`src/rtl/core/acs_pkg.sv`:
```
// Shared types, constants and presentation-form lookups for the contextual shaper.
// No dependencies; used by every module of the shaper.
package acs_pkg;

	localparam int CodeW = 21;
	localparam int FormW = 16;
	localparam int PosW  = 16;
	localparam logic [CodeW-1:0] LamCode = 21'h000644;
	localparam logic [PosW-1:0]  PosMax  = 16'hFFFF;

	// One classified cell as it travels from front to back
	typedef struct packed {
		logic [CodeW-1:0] code;
		logic [FormW-1:0] f_iso;
		logic [FormW-1:0] f_rt;
		logic [FormW-1:0] f_lf;
		logic [FormW-1:0] f_both;
		logic             in_tab;
		logic             is_lig;
		logic             has_left;
		logic             rj_src;
		logic             has_comb;
		logic             line_end;
	} cell_t;

	// Forms of a letter: {isolated, right, left, both}; zero when not a letter
	function automatic logic [4*FormW-1:0] form_lookup(input logic [FormW-1:0] c);
		logic [4*FormW-1:0] r;
		r = '0;
		unique case (c)
			16'h0621: r = {16'hFE80, 16'h0000, 16'h0000, 16'h0000};
			16'h0622: r = {16'hFE81, 16'hFE82, 16'h0000, 16'h0000};
			16'h0623: r = {16'hFE83, 16'hFE84, 16'h0000, 16'h0000};
			16'h0624: r = {16'hFE85, 16'hFE86, 16'h0000, 16'h0000};
			16'h0625: r = {16'hFE87, 16'hFE88, 16'h0000, 16'h0000};
			16'h0626: r = {16'hFE89, 16'hFE8A, 16'hFE8B, 16'hFE8C};
			16'h0627: r = {16'hFE8D, 16'hFE8E, 16'h0000, 16'h0000};
			16'h0628: r = {16'hFE8F, 16'hFE90, 16'hFE91, 16'hFE92};
			16'h0629: r = {16'hFE93, 16'hFE94, 16'h0000, 16'h0000};
			16'h062A: r = {16'hFE95, 16'hFE96, 16'hFE97, 16'hFE98};
			16'h062B: r = {16'hFE99, 16'hFE9A, 16'hFE9B, 16'hFE9C};
			16'h062C: r = {16'hFE9D, 16'hFE9E, 16'hFE9F, 16'hFEA0};
			16'h062D: r = {16'hFEA1, 16'hFEA2, 16'hFEA3, 16'hFEA4};
			16'h062E: r = {16'hFEA5, 16'hFEA6, 16'hFEA7, 16'hFEA8};
			16'h062F: r = {16'hFEA9, 16'hFEAA, 16'h0000, 16'h0000};
			16'h0630: r = {16'hFEAB, 16'hFEAC, 16'h0000, 16'h0000};
			16'h0631: r = {16'hFEAD, 16'hFEAE, 16'h0000, 16'h0000};
			16'h0632: r = {16'hFEAF, 16'hFEB0, 16'h0000, 16'h0000};
			16'h0633: r = {16'hFEB1, 16'hFEB2, 16'hFEB3, 16'hFEB4};
			16'h0634: r = {16'hFEB5, 16'hFEB6, 16'hFEB7, 16'hFEB8};
			16'h0635: r = {16'hFEB9, 16'hFEBA, 16'hFEBB, 16'hFEBC};
			16'h0636: r = {16'hFEBD, 16'hFEBE, 16'hFEBF, 16'hFEC0};
			16'h0637: r = {16'hFEC1, 16'hFEC2, 16'hFEC3, 16'hFEC4};
			16'h0638: r = {16'hFEC5, 16'hFEC6, 16'hFEC7, 16'hFEC8};
			16'h0639: r = {16'hFEC9, 16'hFECA, 16'hFECB, 16'hFECC};
			16'h063A: r = {16'hFECD, 16'hFECE, 16'hFECF, 16'hFED0};
			16'h0640: r = {16'h0640, 16'h0640, 16'h0640, 16'h0640};
			16'h0641: r = {16'hFED1, 16'hFED2, 16'hFED3, 16'hFED4};
			16'h0642: r = {16'hFED5, 16'hFED6, 16'hFED7, 16'hFED8};
			16'h0643: r = {16'hFED9, 16'hFEDA, 16'hFEDB, 16'hFEDC};
			16'h0644: r = {16'hFEDD, 16'hFEDE, 16'hFEDF, 16'hFEE0};
			16'h0645: r = {16'hFEE1, 16'hFEE2, 16'hFEE3, 16'hFEE4};
			16'h0646: r = {16'hFEE5, 16'hFEE6, 16'hFEE7, 16'hFEE8};
			16'h0647: r = {16'hFEE9, 16'hFEEA, 16'hFEEB, 16'hFEEC};
			16'h0648: r = {16'hFEED, 16'hFEEE, 16'h0000, 16'h0000};
			16'h0649: r = {16'hFEEF, 16'hFEF0, 16'hFBE8, 16'hFBE9};
			16'h064A: r = {16'hFEF1, 16'hFEF2, 16'hFEF3, 16'hFEF4};
			16'h0671: r = {16'hFB50, 16'hFB51, 16'h0000, 16'h0000};
			16'h0679: r = {16'hFB66, 16'hFB67, 16'hFB68, 16'hFB69};
			16'h067A: r = {16'hFB5E, 16'hFB5F, 16'hFB60, 16'hFB61};
			16'h067B: r = {16'hFB52, 16'hFB53, 16'hFB54, 16'hFB55};
			16'h067E: r = {16'hFB56, 16'hFB57, 16'hFB58, 16'hFB59};
			16'h067F: r = {16'hFB62, 16'hFB63, 16'hFB64, 16'hFB65};
			16'h0680: r = {16'hFB5A, 16'hFB5B, 16'hFB5C, 16'hFB5D};
			16'h0683: r = {16'hFB76, 16'hFB77, 16'hFB78, 16'hFB79};
			16'h0684: r = {16'hFB72, 16'hFB73, 16'hFB74, 16'hFB75};
			16'h0686: r = {16'hFB7A, 16'hFB7B, 16'hFB7C, 16'hFB7D};
			16'h0687: r = {16'hFB7E, 16'hFB7F, 16'hFB80, 16'hFB81};
			16'h0688: r = {16'hFB88, 16'hFB89, 16'h0000, 16'h0000};
			16'h068C: r = {16'hFB84, 16'hFB85, 16'h0000, 16'h0000};
			16'h068D: r = {16'hFB82, 16'hFB83, 16'h0000, 16'h0000};
			16'h068E: r = {16'hFB86, 16'hFB87, 16'h0000, 16'h0000};
			16'h0691: r = {16'hFB8C, 16'hFB8D, 16'h0000, 16'h0000};
			16'h0698: r = {16'hFB8A, 16'hFB8B, 16'h0000, 16'h0000};
			16'h06A4: r = {16'hFB6A, 16'hFB6B, 16'hFB6C, 16'hFB6D};
			16'h06A6: r = {16'hFB6E, 16'hFB6F, 16'hFB70, 16'hFB71};
			16'h06A9: r = {16'hFB8E, 16'hFB8F, 16'hFB90, 16'hFB91};
			16'h06AD: r = {16'hFBD3, 16'hFBD4, 16'hFBD5, 16'hFBD6};
			16'h06AF: r = {16'hFB92, 16'hFB93, 16'hFB94, 16'hFB95};
			16'h06B1: r = {16'hFB9A, 16'hFB9B, 16'hFB9C, 16'hFB9D};
			16'h06B3: r = {16'hFB96, 16'hFB97, 16'hFB98, 16'hFB99};
			16'h06BA: r = {16'hFB9E, 16'hFB9F, 16'h0000, 16'h0000};
			16'h06BB: r = {16'hFBA0, 16'hFBA1, 16'hFBA2, 16'hFBA3};
			16'h06BE: r = {16'hFBAA, 16'hFBAB, 16'hFBAC, 16'hFBAD};
			16'h06C0: r = {16'hFBA4, 16'hFBA5, 16'h0000, 16'h0000};
			16'h06C1: r = {16'hFBA6, 16'hFBA7, 16'hFBA8, 16'hFBA9};
			16'h06C5: r = {16'hFBE0, 16'hFBE1, 16'h0000, 16'h0000};
			16'h06C6: r = {16'hFBD9, 16'hFBDA, 16'h0000, 16'h0000};
			16'h06C7: r = {16'hFBD7, 16'hFBD8, 16'h0000, 16'h0000};
			16'h06C8: r = {16'hFBDB, 16'hFBDC, 16'h0000, 16'h0000};
			16'h06C9: r = {16'hFBE2, 16'hFBE3, 16'h0000, 16'h0000};
			16'h06CB: r = {16'hFBDE, 16'hFBDF, 16'h0000, 16'h0000};
			16'h06CC: r = {16'hFBFC, 16'hFBFD, 16'hFBFE, 16'hFBFF};
			16'h06D0: r = {16'hFBE4, 16'hFBE5, 16'hFBE6, 16'hFBE7};
			16'h06D2: r = {16'hFBAE, 16'hFBAF, 16'h0000, 16'h0000};
			16'h06D3: r = {16'hFBB0, 16'hFBB1, 16'h0000, 16'h0000};
			default:  r = '0;
		endcase
		return r;
	endfunction

	// Lam-alef ligature forms by alef: {isolated, right}; zero when no ligature
	function automatic logic [2*FormW-1:0] lig_lookup(input logic [FormW-1:0] m);
		logic [2*FormW-1:0] r;
		r = '0;
		unique case (m)
			16'h0622: r = {16'hFEF5, 16'hFEF6};
			16'h0623: r = {16'hFEF7, 16'hFEF8};
			16'h0625: r = {16'hFEF9, 16'hFEFA};
			16'h0627: r = {16'hFEFB, 16'hFEFC};
			default:  r = '0;
		endcase
		return r;
	endfunction

endpackage

```
`src/rtl/core/acs_front.sv`:
```
// Front part of the shaper: looks up each incoming cell in the form tables.
// Depends on acs_pkg.
module acs_front (
	input  logic                 in_valid,
	output logic                 in_ready,
	input  logic [20:0]          char_code,
	input  logic                 is_unicode,
	input  logic                 has_combining,
	input  logic [20:0]          mark_code,
	input  logic                 mark_is_unicode,
	input  logic                 line_end,
	output logic                 cell_valid,
	input  logic                 cell_ready,
	output acs_pkg::cell_t       cls_cell
);
	import acs_pkg::*;

	logic [4*FormW-1:0] forms;
	logic [2*FormW-1:0] ligs;
	logic               tab_hit;
	logic               lig_hit;

	// Look up letter forms and lam-alef ligature
	always_comb begin
		forms   = form_lookup(char_code[FormW-1:0]);
		ligs    = lig_lookup(mark_code[FormW-1:0]);
		tab_hit = is_unicode && (char_code[CodeW-1:FormW] == '0) &&
			(forms[4*FormW-1:3*FormW] != '0);
		lig_hit = is_unicode && has_combining && mark_is_unicode &&
			(char_code == LamCode) && (mark_code[CodeW-1:FormW] == '0) &&
			(ligs != '0);
	end

	// Build the classified cell
	always_comb begin
		cls_cell.code     = char_code;
		cls_cell.in_tab   = tab_hit;
		cls_cell.is_lig   = lig_hit;
		cls_cell.has_comb = has_combining;
		cls_cell.line_end = line_end;
		cls_cell.f_lf     = forms[2*FormW-1:FormW];
		cls_cell.f_both   = forms[FormW-1:0];
		cls_cell.has_left = tab_hit && (forms[2*FormW-1:FormW] != '0);
		cls_cell.rj_src   = tab_hit && (forms[3*FormW-1:2*FormW] != '0);
		if (lig_hit) begin
			cls_cell.f_iso = ligs[2*FormW-1:FormW];
			cls_cell.f_rt  = ligs[FormW-1:0];
		end else begin
			cls_cell.f_iso = forms[4*FormW-1:3*FormW];
			cls_cell.f_rt  = forms[3*FormW-1:2*FormW];
		end
	end

	assign cell_valid = in_valid;
	assign in_ready   = cell_ready;

endmodule

```
`src/rtl/core/acs_queue.sv`:
```
// Short queue of classified cells between front and back.
// Depends on acs_pkg.
module acs_queue (
	input  logic           clk,
	input  logic           arst_n,
	input  logic           wr_valid,
	output logic           wr_ready,
	input  acs_pkg::cell_t wr_cell,
	output logic           rd_valid,
	input  logic           rd_ready,
	output acs_pkg::cell_t rd_cell
);
	import acs_pkg::*;

	cell_t      mem_q [4];
	logic [1:0] wptr_q;
	logic [1:0] rptr_q;
	logic [2:0] cnt_q;
	logic       push;
	logic       pop;

	assign wr_ready = (cnt_q != 3'd4);
	assign rd_valid = (cnt_q != 3'd0);
	assign rd_cell  = mem_q[rptr_q];
	assign push     = wr_valid && wr_ready;
	assign pop      = rd_valid && rd_ready;

	// Store entries
	always_ff @(posedge clk) begin
		if (push) begin
			mem_q[wptr_q] <= wr_cell;
		end
	end

	// Advance pointers and fill count
	always_ff @(posedge clk or negedge arst_n) begin
		if (!arst_n) begin
			wptr_q <= '0;
			rptr_q <= '0;
			cnt_q  <= '0;
		end else begin
			if (push) wptr_q <= wptr_q + 2'd1;
			if (pop)  rptr_q <= rptr_q + 2'd1;
			cnt_q <= cnt_q + {2'd0, push} - {2'd0, pop};
		end
	end

endmodule

```
`src/rtl/core/acs_back.sv`:
```
// Back part of the shaper: look-ahead window, form selection and output register.
// Depends on acs_pkg.
module acs_back (
	input  logic           clk,
	input  logic           arst_n,
	input  logic [15:0]    line_capacity,
	input  logic           cell_valid,
	output logic           cell_ready,
	input  acs_pkg::cell_t in_cell,
	output logic           out_valid,
	input  logic           out_ready,
	output logic [20:0]    shaped_code,
	output logic           marks_dropped,
	output logic           last_of_line
);
	import acs_pkg::*;

	cell_t            win_q [3];
	logic [1:0]       cnt_q;
	logic             drain_q;
	logic             left_q;
	logic [PosW-1:0]  pos_q;
	logic             ov_q;
	logic [CodeW-1:0] code_q;
	logic             drop_q;
	logic             last_q;

	logic             out_free;
	logic             pop;
	logic             emit;
	logic             emit_last;
	cell_t            c0;
	cell_t            c1;
	logic             n1_ok;
	logic             rj;
	logic [CodeW-1:0] sel_code;
	logic             sel_drop;

	assign out_free   = !ov_q || out_ready;
	assign cell_ready = out_free && !drain_q;
	assign pop        = cell_valid && cell_ready;
	assign c0         = win_q[0];
	assign c1         = win_q[1];

	// Decide whether the oldest held cell leaves this cycle
	always_comb begin
		emit      = 1'b0;
		emit_last = 1'b0;
		n1_ok     = 1'b0;
		if (out_free && drain_q) begin
			emit      = 1'b1;
			emit_last = (cnt_q == 2'd1);
			n1_ok     = (cnt_q != 2'd1);
		end else if (pop && !in_cell.line_end && cnt_q == 2'd2) begin
			emit  = 1'b1;
			n1_ok = 1'b1;
		end
	end

	// Select the presentation form of the oldest cell
	always_comb begin
		rj       = n1_ok && c1.has_left && !c1.is_lig;
		sel_drop = c0.is_lig;
		sel_code = c0.code;
		if (c0.is_lig) begin
			if (n1_ok && !c1.has_comb && c1.has_left)
				sel_code = {5'd0, c0.f_rt};
			else
				sel_code = {5'd0, c0.f_iso};
		end else if (c0.in_tab) begin
			if (left_q) begin
				if (rj) begin
					priority if (c0.f_both != '0) sel_code = {5'd0, c0.f_both};
					else if (c0.f_lf != '0)       sel_code = {5'd0, c0.f_lf};
					else if (c0.f_rt != '0)       sel_code = {5'd0, c0.f_rt};
					else                          sel_code = {5'd0, c0.f_iso};
				end else if (c0.f_lf != '0) begin
					sel_code = {5'd0, c0.f_lf};
				end else begin
					sel_code = {5'd0, c0.f_iso};
				end
			end else if (rj && c0.f_rt != '0) begin
				sel_code = {5'd0, c0.f_rt};
			end else begin
				sel_code = {5'd0, c0.f_iso};
			end
		end
	end

	// Hold cells in the window, shift on emit
	always_ff @(posedge clk) begin
		if (emit) begin
			win_q[0] <= win_q[1];
			win_q[1] <= pop ? in_cell : win_q[2];
		end else if (pop) begin
			win_q[cnt_q] <= in_cell;
		end
	end

	// Track count, drain, left join, position and output register
	always_ff @(posedge clk or negedge arst_n) begin
		if (!arst_n) begin
			cnt_q   <= '0;
			drain_q <= 1'b0;
			left_q  <= 1'b0;
			pos_q   <= '0;
			ov_q    <= 1'b0;
		end else begin
			if (emit) ov_q <= (pos_q < line_capacity);
			else if (out_ready) ov_q <= 1'b0;
			if (pop && in_cell.line_end) drain_q <= 1'b1;
			else if (emit_last) drain_q <= 1'b0;
			if (emit) begin
				if (emit_last) begin
					left_q <= 1'b0;
					pos_q  <= '0;
				end else begin
					left_q <= c0.rj_src;
					if (pos_q != PosMax) pos_q <= pos_q + 16'd1;
				end
				if (drain_q) cnt_q <= cnt_q - 2'd1;
			end else if (pop) begin
				cnt_q <= cnt_q + 2'd1;
			end
		end
	end

	// Load result payload
	always_ff @(posedge clk) begin
		if (emit) begin
			code_q <= sel_code;
			drop_q <= sel_drop;
			last_q <= emit_last;
		end
	end

	assign out_valid     = ov_q;
	assign shaped_code   = code_q;
	assign marks_dropped = drop_q;
	assign last_of_line  = last_q;

`ifndef ASSERT_OFF
	a_cnt_range: assert property (@(posedge clk) disable iff (!arst_n)
		cnt_q == 2'd3 |-> drain_q)
		else $error("window over-full");
	a_drain_cnt: assert property (@(posedge clk) disable iff (!arst_n)
		drain_q |-> cnt_q != 2'd0)
		else $error("drain with empty window");
	a_no_pop_drain: assert property (@(posedge clk) disable iff (!arst_n)
		pop |-> !drain_q)
		else $error("transaction taken during drain");
	a_line_reset: assert property (@(posedge clk) disable iff (!arst_n)
		emit && emit_last |=> pos_q == '0 && !left_q)
		else $error("line state not cleared");
`endif

endmodule

```
`src/rtl/core/arabic_contextual_shaper_unit.sv`:
```
// Top level of the Arabic contextual shaper: front classifier, queue, back window.
// Depends on acs_pkg, acs_front, acs_queue, acs_back.
//
// Channel  | Dir | Contents
// s_axis   | in  | tdata: char_code, has_combining, mark_code; tuser: is_unicode,
//          |     |   mark_is_unicode; tlast: line_end
// m_axis   | out | tdata: shaped_code; tuser: marks_dropped; tlast: last_of_line
// cfg      | in  | line_capacity written when cfg_we is high
//
// One cell per cycle is taken unless the queue is full; a result leaves two cells later
// or at line end. Line end flushes up to three results through the output register, one
// per cycle while the output is not stalled; the back window takes no new cell meanwhile.
// The four-entry queue lets the front keep taking cells while the output stalls.
// Reset clears the window, queue, line position and output valid.
module arabic_contextual_shaper_unit (
	input  logic        clk,
	input  logic        arst_n,
	input  logic        cfg_we,
	input  logic [15:0] cfg_wdata,
	input  logic        s_axis_tvalid,
	output logic        s_axis_tready,
	input  logic [47:0] s_axis_tdata,  // [20:0] char_code, [21] has_combining, [42:22] mark_code
	input  logic [1:0]  s_axis_tuser,  // [0] is_unicode, [1] mark_is_unicode
	input  logic        s_axis_tlast,
	output logic        m_axis_tvalid,
	input  logic        m_axis_tready,
	output logic [23:0] m_axis_tdata,  // [20:0] shaped_code
	output logic [0:0]  m_axis_tuser,  // [0] marks_dropped
	output logic        m_axis_tlast
);
	import acs_pkg::*;

	logic [15:0] cap_q;
	logic        f_valid;
	logic        f_ready;
	cell_t       f_cell;
	logic        q_valid;
	logic        q_ready;
	cell_t       q_cell;
	logic [20:0] code;

	// Hold line capacity
	always_ff @(posedge clk or negedge arst_n) begin
		if (!arst_n) cap_q <= 16'hFFFF;
		else if (cfg_we) cap_q <= cfg_wdata;
	end

	acs_front u_front (
		.in_valid        (s_axis_tvalid),
		.in_ready        (s_axis_tready),
		.char_code       (s_axis_tdata[20:0]),
		.is_unicode      (s_axis_tuser[0]),
		.has_combining   (s_axis_tdata[21]),
		.mark_code       (s_axis_tdata[42:22]),
		.mark_is_unicode (s_axis_tuser[1]),
		.line_end        (s_axis_tlast),
		.cell_valid      (f_valid),
		.cell_ready      (f_ready),
		.cls_cell        (f_cell)
	);

	acs_queue u_queue (
		.clk      (clk),
		.arst_n   (arst_n),
		.wr_valid (f_valid),
		.wr_ready (f_ready),
		.wr_cell  (f_cell),
		.rd_valid (q_valid),
		.rd_ready (q_ready),
		.rd_cell  (q_cell)
	);

	acs_back u_back (
		.clk           (clk),
		.arst_n        (arst_n),
		.line_capacity (cap_q),
		.cell_valid    (q_valid),
		.cell_ready    (q_ready),
		.in_cell       (q_cell),
		.out_valid     (m_axis_tvalid),
		.out_ready     (m_axis_tready),
		.shaped_code   (code),
		.marks_dropped (m_axis_tuser[0]),
		.last_of_line  (m_axis_tlast)
	);

	assign m_axis_tdata = {3'd0, code};

endmodule
```
`config.mk`:
```
export PLATFORM = sky130hd
export DESIGN_NAME = arabic_contextual_shaper_unit
export DESIGN_NICKNAME = d
export VERILOG_FILES = /design/src/rtl/core/acs_pkg.sv /design/src/rtl/core/acs_front.sv /design/src/rtl/core/acs_queue.sv /design/src/rtl/core/acs_back.sv /design/src/rtl/core/arabic_contextual_shaper_unit.sv
export SDC_FILE = /design/constraint.sdc
export NUM_CORES = 1
export LEC_CHECK = 0
export ABC_AREA = 1
export BUFFER_PORTS_ARGS = -buffer_cell sky130_fd_sc_hd__buf_2
export CORE_MARGIN = 5
export CORE_UTILIZATION = 55
export DETAILED_ROUTE_END_ITERATION = 10
export PLACE_DENSITY = 0.77
export SLEW_MARGIN = 20
export SYNTH_ARGS = -nofsm -noshare
export SYNTH_HDL_FRONTEND = slang
export SYNTH_SLANG_ARGS = --single-unit
export TNS_END_PERCENT = 20
```
`constraint.sdc`:
```
create_clock -name clk -period 13 [get_ports clk]
set_clock_uncertainty 0.15 [all_clocks]
set_input_delay 1.3 -clock clk [delete_from_list [all_inputs] [get_ports clk]]
set_output_delay 1.3 -clock clk [all_outputs]
set_load 0.02 [all_outputs]
```
After elaboration in Yosys (flattened, before gate mapping)
Memory sizes are Yosys's and may differ from the RTL's.
Index checks and enable logic that the tools add are counted.
{"block": "word_totals", "out_inout_bits": 28, "mem_count": 2, "latch_bits": 0, "mem_bits_rw": 637, "input_bits": 72, "rom_bits": 0, "wordCells": 191, "reg_bits": 67}
{"memory": "u_queue.mem_q", "depth": 4, "word_bits": 91, "rd": 1, "rd_ports_with_merged_regs": 0, "write_ports": 1, "line": "acs_queue.sv:15", "source": "cell_t mem_q [4];"}
{"memory": "u_back.win_q", "depth": 3, "word_bits": 91, "rd": 3, "rd_ports_with_merged_regs": 0, "write_ports": 2, "line": "acs_back.sv:18", "source": "cell_t win_q [3];"}
{"block": "op_classes", "n_shift": 0, "n_reduce_logical": 44, "bitwise": 0, "addsub": 7, "div": 0, "order_cmp": 1, "mux": 38, "multipliers": 0, "eq_ne": 87}
{"cell": "$pmux W64 S76", "n": 1}
{"cell": "$eq A16 B11 Y1 const B", "n": 80}
{"cell": "$mux W91", "n": 2}
{"cell": "$pmux W32 S4", "n": 1}
{"cell": "$mux W21", "n": 6}
{"cell": "$mux W16", "n": 6}
{"cell": "$reduce_bool A16 Y1", "n": 6}
{"cell": "$reduce_or A91 Y1", "n": 1}
{"cell": "$mux W32", "n": 1}
{"cell": "$reduce_bool A32 Y1", "n": 1}
{"cell": "$eq A21 B11 Y1 const B", "n": 1}
{"cell": "$logic_and A1 B1 Y1", "n": 21}
{"cell": "$mux W1", "n": 17}
{"cell": "$add A16 B1 Y16 const B", "n": 1}
{"cell": "$lt A16 B16 Y1", "n": 1}
{"cell": "$ne A16 B16 Y1 const B", "n": 1}
{"cell": "$logic_not A5 Y1", "n": 2}
{"cell": "$mux W2", "n": 4}
{"cell": "$reduce_bool A2 Y1", "n": 4}
{"cell": "$add A2 B1 Y2 const B", "n": 3}
{"cell": "$logic_not A1 Y1", "n": 5}
{"cell": "$ne A2 B1 Y1 const B", "n": 2}
{"cell": "$reduce_and A2 Y1", "n": 2}
{"cell": "$add A3 B1 Y3", "n": 1}
{"cell": "other kinds (7)", "n": 7}

Longest topological paths before layout
Gate-level depths: netlist of run 1.
{"block": "depth", "depth_word": 15, "depth_mapped": 16, "depth_no_buf": 15}

By module
A second synthesis of run 1 with hierarchy kept.
{"block": "hier_totals", "cells_unflattened": 3454, "area_unflattened_um2": 33325.7}
{"module": "acs_queue", "area_each_um2": 14674.1, "instances": 1, "cells_each": 1211}
{"module": "acs_back", "area_each_um2": 14401.3, "instances": 1, "cells_each": 1424}
{"module": "acs_front", "area_each_um2": 3559.7, "instances": 1, "cells_each": 747}
{"module": "arabic_contextual_shaper_unit", "area_each_um2": 690.7, "instances": 1, "cells_each": 72}

Worst setup path after synthesis of run 1
No wires, ideal clock.
{"block": "synth_path", "path_type": "input to register", "from": "input m_axis_tready", "to": "memory u_back.win_q[2][10] (netlist name) (enable)", "t_required_ns": 12.360, "arrival_ns": 4.838, "slack_ns": 7.522, "cell_stages": 7, "setup_ns": 0.490, "path_cell_list": "inv_1 > nand2_1 > nand2_1 > nor2_4 > buf_1 > nand3_1 > nor2_1"}
{"item": "start: declaration", "line": "arabic_contextual_shaper_unit.sv:26", "source": "input logic m_axis_tready,"}
{"item": "end: declaration", "line": "acs_back.sv:18"}

==> results of run 1 <==
## critical path: stages, from the launching register on
cell      delay (ns)
dfrtp_2         0.39
buf_4           0.32
inv_1           0.14
buf_4           0.60
nand3_1         0.21
nand2_1         0.12
nand3_1         0.11
inv_1           0.09
nor2_1          0.06
nand2_2         0.34
buf_4           0.52
clkinv_2        0.86
nand2_1         0.34
nand2_1         0.09
## synthesized netlist by cell type, drive strengths merged, types with 2 or more instances
master,n
ha,25
nor4,6
nor3,36
nand3,137
xnor2,2
a211oi,6
o21bai,2
nand4,33
dfrtp,28
edfxtp,487
nor2,343
clkbuf,71
o22ai,66
inv,199
buf,32
nand3b,5
nand2,725
o211ai,32
o21ai,202
dfstp,16
xor2,3
o2111ai,3
nor4b,2
o21a,3
a31oi,3
a21oi,44
or2,2
nor3b,5
a22oi,3
## per-stage QoR
stage               power [mW]  setup WS, ns  instance area, µm²
global route              6.54          7.77               27400
detailed placement        4.73          8.11               25800
finish                    6.19          8.26               27400
CTS                       6.20          8.40               27400
floorplan                 4.07          7.52               24800
global placement          4.64          8.21               25800
## layer usage
metal / up-vias / part of all wire, %
met1: 9116 / 41
met2: 863 / 48
li1: 8792 / -
met5: - / 0
met4: 0 / 3.0
met3: 125 / 7.9
## final cells by class
| cell class | count | share of cell area [%] |
|---|---|---|
| clock buffer | 69 | 4.98 |
| clock inverter | 24 | 0.982 |
| inverter | 200 | 2.75 |
| multi-input combinational | 1701 | 28.9 |
| sequential | 531 | 57.5 |
| tap | 592 | 2.70 |
| timing repair buffer | 111 | 2.22 |
## state kept, by name, summed over array words and instances (netlist names), 3 cells and up
signal              flops
u_queue.mem_q         268
cap_q                  16
u_back.pos_q           16
u_back.shaped_code     21
u_queue.cnt_q           3
u_back.win_q          196
## power by group
group	internal (mW)	switching, mW	total, mW	leakage, nW
clock network	0.822	0.627	1.45	0.787
logic	0.488	1.45	1.94	5.57
registers	2.58	0.228	2.81	5.25
total	3.89	2.30	6.19	11.6
## worst paths after layout
check | from | endpoint | slack (ns) | depth (start not counted)
setup / recovery | u_queue.rptr_q[1] | u_back.win_q[0][48] | 8.26 | 13
hold / removal | u_back.win_q[1][84] | u_back.win_q[0][84] | 0.34 | 2
setup reg to reg | u_queue.rptr_q[1] | u_back.win_q[0][48] | 8.26 | 13
hold reg to reg | u_back.win_q[1][84] | u_back.win_q[0][84] | 0.34 | 2
max in group asynchronous | arst_n | u_queue.rptr_q[0] | 11.66 | 1
min in group asynchronous | arst_n | u_back.pos_q[5] | 0.57 | 1
## cells by family after synthesis
| group | count (synthesis) | synth area share [%] |
|---|---|---|
| and+or+nand+nor | 1294 | 21.6 |
| AOI/OAI and AO/OA | 373 | 8.55 |
| DFF | 531 | 63.5 |
| adders and majority gates | 26 | 1.34 |
| buffers and inverters | 303 | 4.76 |
| other | 1 | 0.0151 |
| xor gates and xnor gates | 5 | 0.177 |
==> results.py, run 1 <==
metrics = {
    "clock_network": {
        "h-tree-depth": 2,
        "hold_buffers": 0,
        "cts.sinks": 531,
        "cts_resized": 0,
        "post-cts-setup-buffer-count": 0,
        "clock_tree.buffer_depth": 3,
        "cts_root_buf": "clkbuf_16",
        "cts_tree": "yes",
        "clk_latency_ns": 0.60,
        "path_clk_slew_ns": 0.06,
        "cts_buffers": 52,
    },
    "synthesis": {
        "ys.flop_type": "edfxtp_1",
        "async_reset_ff_share_pct": 8.29,
        "postSynthCellCount": 2533,
        "synth_edf_count": 487,
        "yosysSeqAreaShare_pct": 63.5,
        "ys_seq_elements": 531,
        "synth_top_area_share_pct": 59.0,
        "avgSynthCellArea_um2": 9.78,
        "ys_types": 56,
        "yosysTopAreaCell": "edfxtp_1",
        "yosys-top-cells-area": "edfxtp_1 (59%), nand2_1 (11%), nor2_1 (5.0%)",
        "synth_area_um2": 24800,
        "ys_warn_count": 0,
    },
    "hold_path": {
        "hold_path.class": "flop to flop",
    },
    "floorplan": {
        "die_area_um2": 49400,
        "start_util_pct": 55.8,
        "die_w_um": 222,
        "die_h_um": 222,
        "coreArea_um2": 44400,
        "io_pins": 100,
        "rows": 77,
    },
    "grt": {
        "grt_overflow": 0,
        "grt_usage_pct": 27.1,
        "busiest_layer": "met2",
        "grt_max_degree": 97,
        "grt_pass1_vias": 18300,
        "grt_use_met2_pct": 44.2,
        "grtUsageMet3_pct": 3.34,
        "antenna_found_initial": 1,
        "grt_pass1_wl_um": 106000,
        "grtUsageMet1_pct": 38.6,
    },
    "setup_path": {
        "critPathKind": "flop to flop",
        "crit_path_start_kind": "flop",
        "worstPathArrival_ns": 4.93,
        "crit_required_ns": 13.19,
        "crit_path_end_kind": "flop",
        "worst-path-max-fanout": 69,
    },
    "pwr": {
        "power_density_nw_per_um2": 226,
        "peakVddDrop_mv": 0.166,
        "leakagePower_nw": 11.6,
    },
    "detailed_routing": {
        "ant_nets": 0,
        "dr.pass1.iters": 6,
        "wl_um": 68300,
        "drtIter0Drc": 1998,
        "routedWlPerCell_um": 21.1,
        "via_per_inst": 5.85,
        "drc_errors": 0,
        "vias": 18900,
    },
    "timing": {
        "worst_slew_pin_slew_ns": 1.06,
        "holdWs_ns": 0.343,
        "period_needed_ns": 4.74,
        "final-max-slew-violation-count": 0,
        "hold_viol": 0,
        "setup_tns_ns": 0,
        "relSlewSlack_pct": 29.0,
        "period_share_pct": 36.4,
        "fmax_mhz": 211,
        "rsz0062_at_grt": "false",
        "finalSetupViolations": 0,
    },
    "layout": {
        "multi_input_area_um2": 7910,
        "stdcell_count": 3228,
        "drive_gt1_share_pct": 9.33,
        "area_growth_pct": 10.6,
        "nNetsFinal": 2695,
        "diodes": 0,
        "regArea_um2": 15800,
        "mostFrequentLayoutCell": "nand2_1",
        "fillerInstances": 3559,
        "final_util_pct": 61.7,
        "mostFrequentLayoutCells": "nand2_1 (716), edfxtp_1 (487), nor2_1 (327)",
    },
    "placed_design": {
        "io_buffers": 91,
        "place_congestion": 0.957,
        "dp.cells": 3135,
        "dp_hpwl_um": 45800,
    },
    "job": {
        "maxCapViolCount": 0,
    },
    "outcome": {
        "status": "completed",
    },
}
Note: power is estimated with default switching activity, not from simulation.
==> run 2, diff against run 1 <==
clock period = 4.5 ns   (was 13 ns; I/O delays follow)
==> run 2 against run 1 <==
Effect of this change:
- power rose to 2.9 times the previous value
- final cell count up 1.4%
- critical path depth unchanged
- worst setup slack got worse by 7.3 ns
- sequential cell count stayed put
- core utilization is 1.0 points higher
- count of clock-buffer cells in the layout fell by 4
- die area is the same
- design area up 1.7%
- critical path type unchanged
- critical endpoint is now u_back.shaped_code[15]
==> results.py, run 2 (synthesized netlist as in run 1, its figures left out) <==
metrics = {
    "outcome": {
        "status": "completed",
    },
    "floorplan": {
        "rows": 77,
        "die_h_um": 222,
        "die_w_um": 222,
        "die_area_um2": 49400,
        "io_pins": 100,
        "start_util_pct": 55.8,
        "coreArea_um2": 44400,
    },
    "timing": {
        "rsz0062_at_grt": "false",
        "period_needed_ns": 3.55,
        "final-max-slew-violation-count": 0,
        "fmax_mhz": 282,
        "period_share_pct": 78.9,
        "relSlewSlack_pct": 27.0,
        "worst_slew_pin_slew_ns": 1.09,
        "finalSetupViolations": 0,
        "hold_viol": 0,
        "setup_tns_ns": 0,
    },
    "layout": {
        "diodes": 0,
        "area_growth_pct": 12.4,
        "nNetsFinal": 2738,
        "mostFrequentLayoutCell": "nand2_1",
        "largest-register": "u_queue.mem_q",
        "multi_input_area_um2": 7910,
        "regArea_um2": 15800,
        "drive_gt1_share_pct": 9.69,
        "design_area_um2": 27800,
        "mostFrequentLayoutCells": "nand2_1 (716), edfxtp_1 (487), nor2_1 (327)",
        "fillerInstances": 3459,
        "largest_reg_flops": 268,
    },
    "grt": {
        "grt_usage_pct": 26.5,
        "grt_max_degree": 100,
        "grt_pass1_vias": 18500,
        "grt_pass1_wl_um": 103000,
        "grt_overflow": 0,
        "antenna_found_initial": 0,
    },
    "detailed_routing": {
        "via_per_inst": 5.82,
        "drc_errors": 0,
        "wl_um": 66900,
        "routedWlPerCell_um": 20.4,
        "vias": 19100,
        "drtIter0Drc": 2275,
        "ant_nets": 0,
        "dr.pass1.iters": 9,
    },
    "setup_path": {
        "crit_path_end_kind": "flop",
        "crit_required_ns": 4.81,
        "cp.buffers_inverters": 2,
        "critPathSlowestCell": "dfrtp_4",
        "crit_path_cell_trace": "clkinv_2, nand2_1, nand3_1, nand2_1, nand3_1, nand2_2, buf_4, nand4_1, nor2_1, nand2_1, nand3_1, nand3_1, nand2_1",
        "crit_path_start_kind": "flop",
        "critPathKind": "flop to flop",
        "crit_family": "simple AND/OR/NAND/NOR gates",
        "worstPathArrival_ns": 3.86,
        "worst-path-max-fanout": 38,
        "r2r_slack_ns": 0.95,
        "slowest_delay_ns": 0.68,
    },
    "placed_design": {
        "place_congestion": 0.982,
        "dp_hpwl_um": 45200,
        "io_buffers": 91,
        "placement.cell_area_um2": 25800,
    },
    "clock_network": {
        "cts_tree": "yes",
        "path_clk_slew_ns": 0.06,
        "cts_resized": 0,
        "h-tree-depth": 2,
        "clk_latency_ns": 0.60,
        "cts_buffers": 52,
        "cts.sinks": 531,
        "clock_tree.buffer_depth": 3,
        "cts_root_buf": "clkbuf_16",
        "post-cts-setup-buffer-count": 0,
        "hold_buffers": 35,
    },
    "hold_path": {
        "hold_path.class": "input port to flop",
    },
    "pwr": {
        "p_total_mw": 17.8,
        "leakagePower_nw": 11.8,
        "peakVddDrop_mv": 0.570,
        "power_density_nw_per_um2": 641,
    },
    "job": {
        "maxCapViolCount": 0,
    },
}
run 2: cell count changes in the layout (fill, tap and decap cells not counted), moves of 2 or more:
cell,delta
clkinv_1,+4
clkinv_8,+2
clkbuf_8,+2
buf_12,+2
clkbuf_1,-7
dlygate4sd3_1,+35
buf_4,+6
bufinv_16,-2
run 2: routing by layer:
metal | up-vias | routed length (µm) | track usage, %
met3 | 171 | 5180 | 3.84
met1 | 9147 | 27000 | 36.1
met4 | 0 | 2760 | 10.6
met2 | 854 | 32000 | 43.5
li1 | 8881 | - | -
met5 | - | 0 | 0
run 2: layout make-up:
class / count / area share (%)
sequential: 531 / 56.6
multi-input combinational: 1701 / 28.4
clock buffer: 65 / 5.00
timing repair buffer: 154 / 3.75
inverter: 200 / 2.70
tap: 592 / 2.66
clock inverter: 31 / 0.935
run 2: power by group:
group | leakage [nW] | internal [mW] | total (mW) | switching (mW)
Combinational | 5.76 | 1.45 | 5.61 | 4.16
Sequential | 5.25 | 7.45 | 8.07 | 0.627
Clock | 0.800 | 2.33 | 4.16 | 1.83
Total | 11.8 | 11.2 | 17.8 | 6.61
run 2: path summary, 6_finish.rpt:
kind                                   startpoint                      to  cells past startpoint
worst max-delay path            u_queue.rptr_q[0]  u_back.shaped_code[15]                     13
worst min-delay path              s_axis_tdata[7]    u_queue.mem_q[3][77]                      1
worst max register to register  u_queue.rptr_q[0]  u_back.shaped_code[15]                     13
worst min register to register    u_back.cnt_q[0]         u_back.cnt_q[0]                      1
max in group asynchronous                  arst_n       u_queue.rptr_q[0]                      2
min in group asynchronous                  arst_n         u_back.pos_q[0]                      2
run 2: worst reg2reg max path, cell delays in order (launching register included):
cell and delay (ns):
dfrtp_4 0.68, clkinv_2 0.13, nand2_1 0.08, nand3_1 0.08, nand2_1 0.10, nand3_1 0.11, nand2_2 0.11, buf_4 0.33
nand4_1 0.57, nor2_1 0.47, nand2_1 0.11, nand3_1 0.10, nand3_1 0.24, nand2_1 0.14
run 2: stage by stage:
step | hold WS (ns) | instances | utilization, % | setup slack (ns)
detailed placement | 0.316 | 3143 | 58.2 | 1.02
global placement | 0.318 | 3143 | 58.2 | 1.05
floorplan | 0.00441 | 2535 | - | 0.180
CTS | 0.0179 | 3274 | 62.7 | 0.997
finish | 0.0528 | 3274 | 62.7 | 0.949
global route | 0.0326 | 3274 | 62.7 | 0.662
==> run 3, diff against run 2 <==
PLACE_DENSITY = 0.8   (was 0.77)
clock period = 2.87 ns   (was 4.5 ns; I/O delays follow)
==> run 3 against run 2 <==
Effect of this change:
- the flow now finishes with violations (DRC)
- power is 63% higher
- critical path type is now input port to flop
- worst hold slack better by 0.019 ns
- sequential share of layout area is 4.0 points lower
- final cell count is 7.2% higher
- critical endpoint is now u_queue.mem_q[0][12]
- critical path depth is 3 higher
- highest routed layer unchanged
- worst setup slack worse by 0.83 ns
- clock power is 59% higher
- count of clock-buffer cells in the layout is 2 lower
- die area stayed put
- register-to-register slack worse by 0.79 ns
- largest power group unchanged
- via count is 7.0% higher
==> results.py, run 3 (synthesized netlist as in run 1, its figures left out) <==
metrics = {
    "outcome": {
        "status": "finished with violations",
        "violations": "DRC",
    },
    "detailed_routing": {
        "routedWlPerCell_um": 20.7,
        "vias": 20400,
        "dr.pass1.iters": 8,
        "wl_um": 72600,
        "drc_errors": 1,
        "ant_nets": 0,
        "via_per_inst": 5.81,
        "drtIter0Drc": 2442,
    },
    "timing": {
        "fmax_mhz": 363,
        "final-max-slew-violation-count": 0,
        "period_share_pct": 95.9,
        "worst_slew_pin_slew_ns": 0.786,
        "holdWs_ns": 0.0719,
        "finalSetupViolations": 0,
        "hold_viol": 0,
        "rsz0062_at_grt": "true",
        "period_needed_ns": 2.75,
        "setup_tns_ns": 0,
        "relSlewSlack_pct": 47.5,
    },
    "setup_path": {
        "rr_startpoint": "u_queue.rptr_q[0]",
        "r2r_slack_ns": 0.16,
        "ff2ff_path_depth": 13,
        "crit_path_end_kind": "flop",
        "worstPathArrival_ns": 2.93,
        "r2r-end": "u_back.pos_q[14]",
        "critPathKind": "input port to flop",
        "worst-path-max-fanout": 7,
        "crit_path_start_kind": "input port",
        "crit_required_ns": 3.05,
    },
    "floorplan": {
        "rows": 77,
        "die_h_um": 222,
        "start_util_pct": 55.8,
        "io_pins": 100,
        "coreArea_um2": 44400,
        "die_w_um": 222,
        "die_area_um2": 49400,
    },
    "layout": {
        "largest_reg_flops": 268,
        "drive_gt1_share_pct": 16.2,
        "nNetsFinal": 2973,
        "stdcell_count": 3511,
        "largest-register": "u_queue.mem_q",
        "final_util_pct": 67.4,
        "design_area_um2": 29900,
        "mostFrequentLayoutCell": "nand2_1",
        "mostFrequentLayoutCells": "nand2_1 (714), edfxtp_1 (487), nor2_1 (317)",
        "diodes": 0,
        "area_growth_pct": 20.8,
    },
    "clock_network": {
        "h-tree-depth": 2,
        "path_clk_slew_ns": 0.07,
        "cts_buffers": 53,
        "cts_tree": "yes",
        "clk_latency_ns": 0.62,
        "cts_root_buf": "clkbuf_16",
        "cts.sinks": 531,
        "clock_tree.buffer_depth": 3,
    },
    "grt": {
        "grt_max_degree": 134,
        "grt_pass1_wl_um": 113000,
        "antenna_found_initial": 0,
        "grt_overflow": 0,
        "grt_usage_pct": 28.8,
        "grt_pass1_vias": 20200,
    },
    "placed_design": {
        "dp_hpwl_um": 49100,
        "place_congestion": 1.01,
        "placement.cell_area_um2": 27500,
        "io_buffers": 91,
        "dp.cells": 3338,
    },
    "pwr": {
        "leakagePower_nw": 13.0,
        "peakVddDrop_mv": 0.614,
        "power_density_nw_per_um2": 974,
    },
    "hold_path": {
        "hold_path.class": "input port to asynchronous set/reset pin",
    },
    "job": {
        "maxCapViolCount": 0,
    },
}
## run 3: changes by cell type in the layout (fill, tap and decap cells not counted), sizes merged
cell         delta
inv             -1
dlygate4sd3    +34
bufinv          +1
clkbuf          -2
clkinv          +5
buf           +200
## run 3: through the flow
step	setup WS [ns]	total power, mW
floorplan	-0.600	18.4
global placement	-0.00208	21.7
detailed placement	-0.0365	22.3
CTS	0.0151	29.0
global route	-0.0104	30.7
finish	0.118	29.2
## run 3: repair_timing
item,in CTS,in global routing
gates resized for setup,0,20
buffers inserted,0,5
setup endpoints to repair,0,83
hold buffers,69,0
hold endpoints to repair,137,0
## run 3: critical path: stages
cell and delay [ns]:
dlygate4sd3_1 0.53, buf_2 0.14, buf_4 0.14, nand2_1 0.11
inv_1 0.08, nand2_1 0.12, inv_1 0.15, nand2_1 0.12
nand2_1 0.07, nor2_1 0.27, nand3_1 0.24, nor2_2 0.19
nand3_4 0.11, buf_12 0.16, o21ai_2 0.08, nand2_1 0.12
## run 3: power by group
group	total, mW	switching [mW]	leakage [nW]	internal [mW]
logic	9.96	6.99	6.92	2.97
registers	12.6	0.936	5.25	11.6
clock network	6.62	2.93	0.803	3.69
## run 3: final cells by class
type / instances / area (µm²)
clock buffer: 63 / 1360
multi-input combinational: 1701 / 7970
tap: 592 / 741
timing repair buffer: 388 / 3060
inverter: 200 / 752
clock inverter: 36 / 298
sequential: 531 / 15800
fill: 3186 / 14500
## run 3: layer usage
metal / wire length [µm] / track usage (%) / vias to the layer above
met4: 3290 / 12.1 / 0
met3: 5330 / 3.22 / 203
met2: 35600 / 48.7 / 1027
li1: - / - / 9363
met1: 28300 / 38.3 / 9798
met5: 0 / 0 / -
## run 3: worst max path at each step
stage | end | startpoint | slack [ns] | depth (start not counted)
final | u_queue.mem_q[0][12] | s_axis_tdata[2] | 0.12 | 16
after global routing | u_back.pos_q[14] | u_queue.rptr_q[0] | -0.01 | 13
after CTS | u_queue.mem_q[3][23] | s_axis_tdata[0] | 0.02 | 14
after detailed placement | u_queue.mem_q[3][22] | s_axis_tdata[0] | -0.04 | 13
after global placement | u_queue.mem_q[3][22] | s_axis_tdata[0] | -0.002 | 13
after floorplan | u_back.win_q[1][10] | u_back.out_valid | -0.60 | 7
